## config.mk

```make
export PLATFORM = sky130hd
export DESIGN_NAME = gle_packer
export DESIGN_NICKNAME = d
export VERILOG_FILES = /design/src/rtl/gle_pkg.sv /design/src/rtl/gle_packer.sv
export SDC_FILE = /design/constraint.sdc
export NUM_CORES = 1
export LEC_CHECK = 0
export BUFFER_PORTS_ARGS = -buffer_cell sky130_fd_sc_hd__buf_4
export CAP_MARGIN = 20
export CORE_ASPECT_RATIO = 0.9
export CORE_UTILIZATION = 54
export CTS_CLUSTER_DIAMETER = 50
export CTS_CLUSTER_SIZE = 40
export DETAILED_ROUTE_END_ITERATION = 10
export HOLD_SLACK_MARGIN = 0.05
export PLACE_DENSITY = 0.79
export SLEW_MARGIN = 20
export SYNTH_ARGS = -nofsm -noshare
export SYNTH_HDL_FRONTEND = slang
export SYNTH_SLANG_ARGS = --single-unit
```

## constraint.sdc

```tcl
create_clock -name clk -period 4.25 [get_ports clk]
set_clock_uncertainty 0.15 [all_clocks]
set_input_delay 0.85 -clock clk [delete_from_list [all_inputs] [get_ports clk]]
set_output_delay 0.85 -clock clk [all_outputs]
set_load 0.01 [all_outputs]
```

## src/rtl/gle_pkg.sv

```systemverilog
// Shared types and constants for the GIF LZW encoder.
`default_nettype none

package gle_pkg;

  // Widest code the stream can carry, and the width of a code length field.
  localparam int CODE_W = 12;
  localparam int LEN_W  = 4;

  // Configuration port: byte address bits and register index of min_code_size.
  localparam int         CFG_AW            = 3;
  localparam logic [0:0] REG_MIN_CODE_SIZE = 1'b0;
  localparam logic [3:0] MIN_CODE_SIZE_RST = 4'd8;

  // Codes one pixel can queue: lead code, table-full clear, three flush codes.
  localparam int NUM_SLOTS = 5;

  typedef enum logic [1:0] {
    ST_IDLE,
    ST_DICT,
    ST_DECIDE
  } seq_state_t;

  typedef struct packed {
    logic [CODE_W-1:0] code;
    logic [LEN_W-1:0]  len;
    logic              last;
  } code_item_t;

endpackage

`default_nettype wire

```

## src/rtl/gle_packer.sv

```systemverilog
// Bit packer: variable-width codes in, LSB-first bytes out.
`default_nettype none

module gle_packer import gle_pkg::*; (
  input  wire logic       clk,
  input  wire logic       rst_n,
  input  wire logic       code_valid,
  input  wire code_item_t code_item,
  output logic            code_ready,
  output logic            out_valid,
  input  wire logic       out_ready,
  output logic [7:0]      out_byte,
  output logic            out_last_byte
);

  localparam int ACC_W = 2 * CODE_W;
  localparam int CNT_W = $clog2(ACC_W + 1);

  localparam logic [CNT_W-1:0] BYTE_BITS = CNT_W'(8);

  logic [ACC_W-1:0] acc_r, acc_nxt, acc_sh, bits;
  logic [CNT_W-1:0] cnt_r, cnt_nxt, cnt_sh;
  logic             fin_r, fin_nxt;
  logic             out_valid_r, out_last_r;
  logic [7:0]       out_byte_r;
  logic             slot_free, emit, emit_last, absorb;

  always_comb begin
    slot_free = !out_valid_r || out_ready;
    emit      = slot_free && ((cnt_r >= BYTE_BITS) || (fin_r && (cnt_r != '0)));
    emit_last = fin_r && (cnt_r <= BYTE_BITS);
    acc_sh    = emit ? (acc_r >> 8) : acc_r;
    cnt_sh    = cnt_r;
    if (emit) cnt_sh = (cnt_r > BYTE_BITS) ? cnt_r - BYTE_BITS : '0;

    // Hold back the next frame until the padded final byte is out.
    code_ready = !fin_r &&
                 (((CNT_W+1)'(cnt_sh) + (CNT_W+1)'(code_item.len)) <= (CNT_W+1)'(ACC_W));
    absorb     = code_valid && code_ready;

    bits    = (ACC_W'(code_item.code) & ~({ACC_W{1'b1}} << code_item.len)) << cnt_sh;
    acc_nxt = absorb ? (acc_sh | bits) : acc_sh;
    cnt_nxt = absorb ? cnt_sh + CNT_W'(code_item.len) : cnt_sh;

    fin_nxt = fin_r;
    if (emit && emit_last) fin_nxt = 1'b0;
    if (absorb && code_item.last) fin_nxt = 1'b1;
  end

  always_ff @(posedge clk) begin
    if (!rst_n) begin
      acc_r       <= '0;
      cnt_r       <= '0;
      fin_r       <= 1'b0;
      out_valid_r <= 1'b0;
    end else begin
      acc_r <= acc_nxt;
      cnt_r <= cnt_nxt;
      fin_r <= fin_nxt;
      if (emit) out_valid_r <= 1'b1;
      else if (out_ready) out_valid_r <= 1'b0;
    end
  end

  always_ff @(posedge clk) begin
    if (emit) begin
      out_byte_r <= acc_r[7:0];
      out_last_r <= emit_last;
    end
  end

  assign out_valid     = out_valid_r;
  assign out_byte      = out_byte_r;
  assign out_last_byte = out_last_r;

`ifndef SYNTHESIS
  a_pad_done: assert property (@(posedge clk) disable iff (!rst_n)
    (emit && emit_last) |=> ((cnt_r == '0) && (acc_r == '0)))
    else $error("bits left after the final byte");

  a_fin_set: assert property (@(posedge clk) disable iff (!rst_n)
    (absorb && code_item.last) |=> (fin_r && (cnt_r != '0)))
    else $error("end code taken without pending flush");

  a_acc_clean: assert property (@(posedge clk) disable iff (!rst_n)
    (cnt_r <= CNT_W'(ACC_W)) && ((acc_r >> cnt_r) == '0))
    else $error("accumulator holds bits above its fill");
`endif

endmodule

`default_nettype wire

```

=== Word level (Yosys, flattened, before mapping) ===
Index checks and enable logic that the tools add are counted.

* Register bits after elaboration: 40
* Input port bits: 21
* Word-level logic and storage cells: 41

* Add/subtract/negate cells: 3
* $lt $le $gt $ge: 4
* Shift operators: 2
* Mux-type cells: 9
* Bitwise operators: 3
* Reductions and logical operators: 14

{| class="wikitable"
|+ Operators with widths
! kind !! number
|-
| 24-bit two-way mux || 2
|-
| 12-bit by 24-bit bitwise AND with 24-bit output || 1
|-
| 24-bit inverter || 1
|-
| 24-bit OR || 1
|-
| 24-bit by 4-bit << shifter with 24-bit output (first input constant) || 1
|-
| 24-bit by 5-bit << shifter with 24-bit output || 1
|-
| 5-bit two-way mux || 3
|-
| 1-bit logical AND || 7
|-
| 5-bit by 4-bit adder with 6-bit output || 1
|-
| 6-bit by 5-bit <= comparator with 1-bit output (second input constant) || 1
|-
| 5-bit by 4-bit adder with 5-bit output || 1
|-
| 5-bit by 4-bit >= comparator with 1-bit output (second input constant) || 1
|-
| 5-bit by 4-bit > comparator with 1-bit output (second input constant) || 1
|-
| 5-bit by 4-bit <= comparator with 1-bit output (second input constant) || 1
|-
| 5-bit nonzero test || 1
|-
| 5-bit by 4-bit subtractor with 5-bit output (second input constant) || 1
|-
| 1-bit two-way mux || 4
|-
| 2-bit nonzero test || 2
|-
| 1-bit logical NOT || 2
|-
| 1-bit logical OR || 2
|}

=== Longest topological paths before layout ===
* Word-level depth: 11
* Gate-level depth with buffers: 14
* Gate-level depth less buffers: 12

=== Least setup slack after synthesis ===
OpenSTA, ideal clock, no wires.

* Kind: input port to output port
* From: in out_ready
* To: out code_ready
* Data arrival time: 3.368 ns
* Data required time: 3.250 ns
* Path slack: -0.118 ns
* Cell stages on the path: 13
* Buffers on the path: 3
* Cell sequence: nand2b_1 buf_2 and3_1 a21oi_1 inv_1 clkbuf_1 ha_1 clkbuf_1 a41o_1 a21oi_1 o22ai_1 a21o_1 nor3_1

* Longest elaborated chain between the ends: 6

{| class="wikitable"
|+ RTL lines
! what !! line !! source
|-
| start, declared || gle_packer.sv:11 || <nowiki>input wire logic out_ready,</nowiki>
|-
| 1-bit logical OR || gle_packer.sv:29 || <nowiki>slot_free = !out_valid_r || out_ready;</nowiki>
|-
| 1-bit logical AND || gle_packer.sv:30 || <nowiki>emit = slot_free && ((cnt_r >= BYTE_BITS) || (fin_r && (cnt_r != '0)));</nowiki>
|-
| 5-bit two-way mux || gle_packer.sv:34 || <nowiki>if (emit) cnt_sh = (cnt_r > BYTE_BITS) ? cnt_r - BYTE_BITS : '0;</nowiki>
|-
| 5-bit by 4-bit adder with 6-bit output || gle_packer.sv:38 || <nowiki>(((CNT_W+1)'(cnt_sh) + (CNT_W+1)'(code_item.len)) <= (CNT_W+1)'(ACC_W));</nowiki>
|-
| 6-bit by 5-bit <= comparator with 1-bit output || gle_packer.sv:38 ||
|-
| 1-bit logical AND || gle_packer.sv:37 || <nowiki>code_ready = !fin_r &&</nowiki>
|-
| end, declared || gle_packer.sv:9 || <nowiki>output logic code_ready,</nowiki>
|}

No other way between the ends.

=== Worst setup path in the final report ===
Ends and elaborated chain as after synthesis.

==> out/results.txt <==
status - finished, final reports clean
RSZ-0062 raised after global routing - false
first-pass GRT wire length - 17.2 mm
Initial Util - 57.2%
PortBufs - 31
CTS Hold Bufs - 0
I/O pin cnt - 32
RePlAce Congestion - 1.03
DRC viols - 0
Root Buffer - clkbuf_8
global router's overall resource usage - 34.0%
fmax - 0.245 GHz
Cell variety after synth - 79
CP max stage delay - 0.42 ns
R2R cell count - 12
hold-critical path depth - 0
CP Data Required Time - 3.25 ns
simple-gate share of the synthesized area - 18.7%
nets - 461
final setup vio count - 0
worst hold path class - flip-flop to flip-flop
final slew viol count - 0
area of the core - 5790 um2
ys flop type - dfxtp_1
register area - 891 um2
Via density - 7.28
sequential cell area fraction in the yosys report - 26.9%
CTS Sinks - 40
PD cells - 334 nW/um2
Final TNS setup - 0 ns
CP cell instances - buf_4, nor2b_2, o31ai_4, inv_1, ha_1, inv_1, fa_1, xnor2_1, or3b_1, o211a_1, nor3_2, buf_4
XOR/XNOR share of the synthesized area - 0.794%
synthesis-to-finish area growth - 14.3%
antenna viol nets, final - 0
Design Power - 1260 uW
wire per inst - 21.6 um
CTS buffer count - 5
Post-Syn Nets - 431
Die X - 84.5 um
most frequent cells after synthesis - nand2_1, dfxtp_1, o21ai_0
antenna violations before repair - 0
multi-input logic area - 2200 um2
vias in the first global route - 3324
H-tree Lvls - 2
Yosys top cell by area - dfxtp_1
number of diodes - 0
CP max FO - 4
CTS clk-pin slew, worst paths - 0.08 ns
RR Endpoint - acc_r[7]
Worst-Margin Slew - 0.843 ns
Rows - 26
Yosys Warn Count - 0
Post-synth EDFFs - 9
largest net degree at the start of global routing - 28
Crit path arrival time - 3.08 ns
Worst Path Buf+Inv - 4
Tmin final - 4.08 ns
max_slew headroom - 43.8%
syn avg cell area - 8.19 um2
flops & latches, synth - 40
Worst path depth - 12
top-area cell type share of the netlist area - 18.8%
top-count cell post-synth - nand2_1
Worst Setup EP - code_ready
peak supply drop - 183 uV
drt initial violations - 564
Mapped Cells - 404
Post-synth ARST share - 0%
compound-gate portion of the synthesized area - 38.6%
Crit Path Class - primary input to output port
DRT Pass-1 Iters - 7
fraction of layout cells with a size suffix above 1 - 19.8%
Crit. Startpoint - out_ready
final worst-path cycle share - 96.1%
CTS tree - built
DR vias - 3678
height of the die - 76.3 um
CP Launch Type - primary input
Final Hold Fails - 0
Routed WL - 10.9 mm
main combinational cell family by area after synthesis - compound AO/OA/AOI/OAI gates
R2R Setup Slk - 0.72 ns
Leakage - 0.00150 uW
maxcap violations - 0
worst reg2reg startpoint - cnt_r[4]
Post-Synth Adder-Cell Area - 2.50%
# fillers - 488
Mapped Area - 3310 um2
total grt overflow - 0
ranking of synthesized cells by area - dfxtp_1, edfxtp_1, mux2i_1
latest clock arrival within the worst-skew pair - 0.31 ns
family with the most delay on the worst path - simple AND/OR/NAND/NOR gates
CP endpoint kind - output port
Die Area - 6450 um2
DP Wirelength - 7.99 mm
mux cell area share after synthesis - 5.37%
maximum root-to-sink buffer count - 2
Max stage delay cell, worst path - or3b_1
-- kinds of logic (layout without fill, tap and decap cells) --
family / after synthesis / in the layout
AO/OA/AOI/OAI: 167 / 167
AND/OR/NAND/NOR: 121 / 121
buffers and inverters: 50 / 81
flip-flops: 40 / 40
multiplexers: 17 / 17
adder cells (fa/ha/maj): 6 / 6
XOR/XNOR: 3 / 3
-- per-layer routing --
layer | vias to the layer above | share of wire, % | global-route usage, %
met1 | 1712 | 41 | 46.6
met5 | - | 0 | 0
li1 | 1652 | - | -
met2 | 266 | 43 | 50.8
met4 | 0 | 4.0 | 14.7
met3 | 48 | 12 | 8.13
-- worst min-delay path by stage --
stage | start | end | slack (ns)
final | acc_r[7] | out_byte[7] | 0.29
after detailed placement | acc_r[0] | out_byte[0] | 0.27
after global routing | acc_r[4] | out_byte[4] | 0.31
after global placement | acc_r[3] | out_byte[3] | 0.26
after floorplan | acc_r[0] | out_byte[0] | 0.26
after CTS | acc_r[0] | out_byte[0] | 0.29
-- worst register-to-register path: stages (launching register included) --
cell	delay, ns
dfxtp_1	0.55
nand2b_1	0.26
o31ai_4	0.07
inv_1	0.13
ha_1	0.21
inv_1	0.06
fa_1	0.40
xnor2_1	0.17
or3b_1	0.42
buf_4	0.19
a311oi_4	0.22
nand2_1	0.26
o32ai_1	0.34
-- state kept, by name, indices dropped and copies added (netlist names) --
name and cells:
out_byte 8, cnt_r 5, out_last_byte 1, acc_r 24, out_valid 1, fin_r 1
-- layout make-up --
class	count	area share, %
clock buffers	5	1.82
clock inverters	3	1.22
flip-flops and latches	40	23.6
repair buffers	56	11.1
inverters	17	1.82
well taps	70	2.32
multi-input cells	314	58.1
-- stage by stage --
stage	setup WS [ns]	hold slack, ns	area (um2)	utilization [%]	std cells
floorplan	0.0476	0.258	3320	-	404
global placement	0.185	0.262	3660	63.2	497
detailed placement	0.103	0.271	3660	63.2	497
CTS	0.101	0.292	3770	65.2	505
global route	0.0427	0.313	3780	65.3	505
finish	0.165	0.289	3780	65.3	505
-- what timing repair did --
item | CTS | global route
setup endpoints to repair | 0 | 1
resized for setup | 0 | 2
setup buffers | 0 | 0
-- power by group --
group / internal [uW] / switching, uW / total [uW] / leakage (uW)
clock network: 177 / 150 / 327 / 0.0000548
registers: 430 / 22.5 / 452 / 0.000339
logic: 180 / 304 / 484 / 0.00111
-- layout by cell type (no fill, tap or decap), drive strengths merged, types with 6 or more instances in the layout --
cell / netlist / layout
a21oi: 22 / 22
a311oi: 6 / 6
o31ai: 7 / 7
dfxtp: 31 / 31
a21o: 10 / 10
o21ai: 26 / 26
o22ai: 10 / 10
nand4: 10 / 10
a211oi: 6 / 6
inv: 16 / 17
o221ai: 7 / 7
nor2: 22 / 22
nor3: 14 / 14
buf: 17 / 56
edfxtp: 9 / 9
mux2i: 14 / 14
nand2b: 6 / 6
nand3: 12 / 12
o211ai: 7 / 7
a31oi: 13 / 13
nand2: 32 / 32
(Power assumes the default switching activity.)
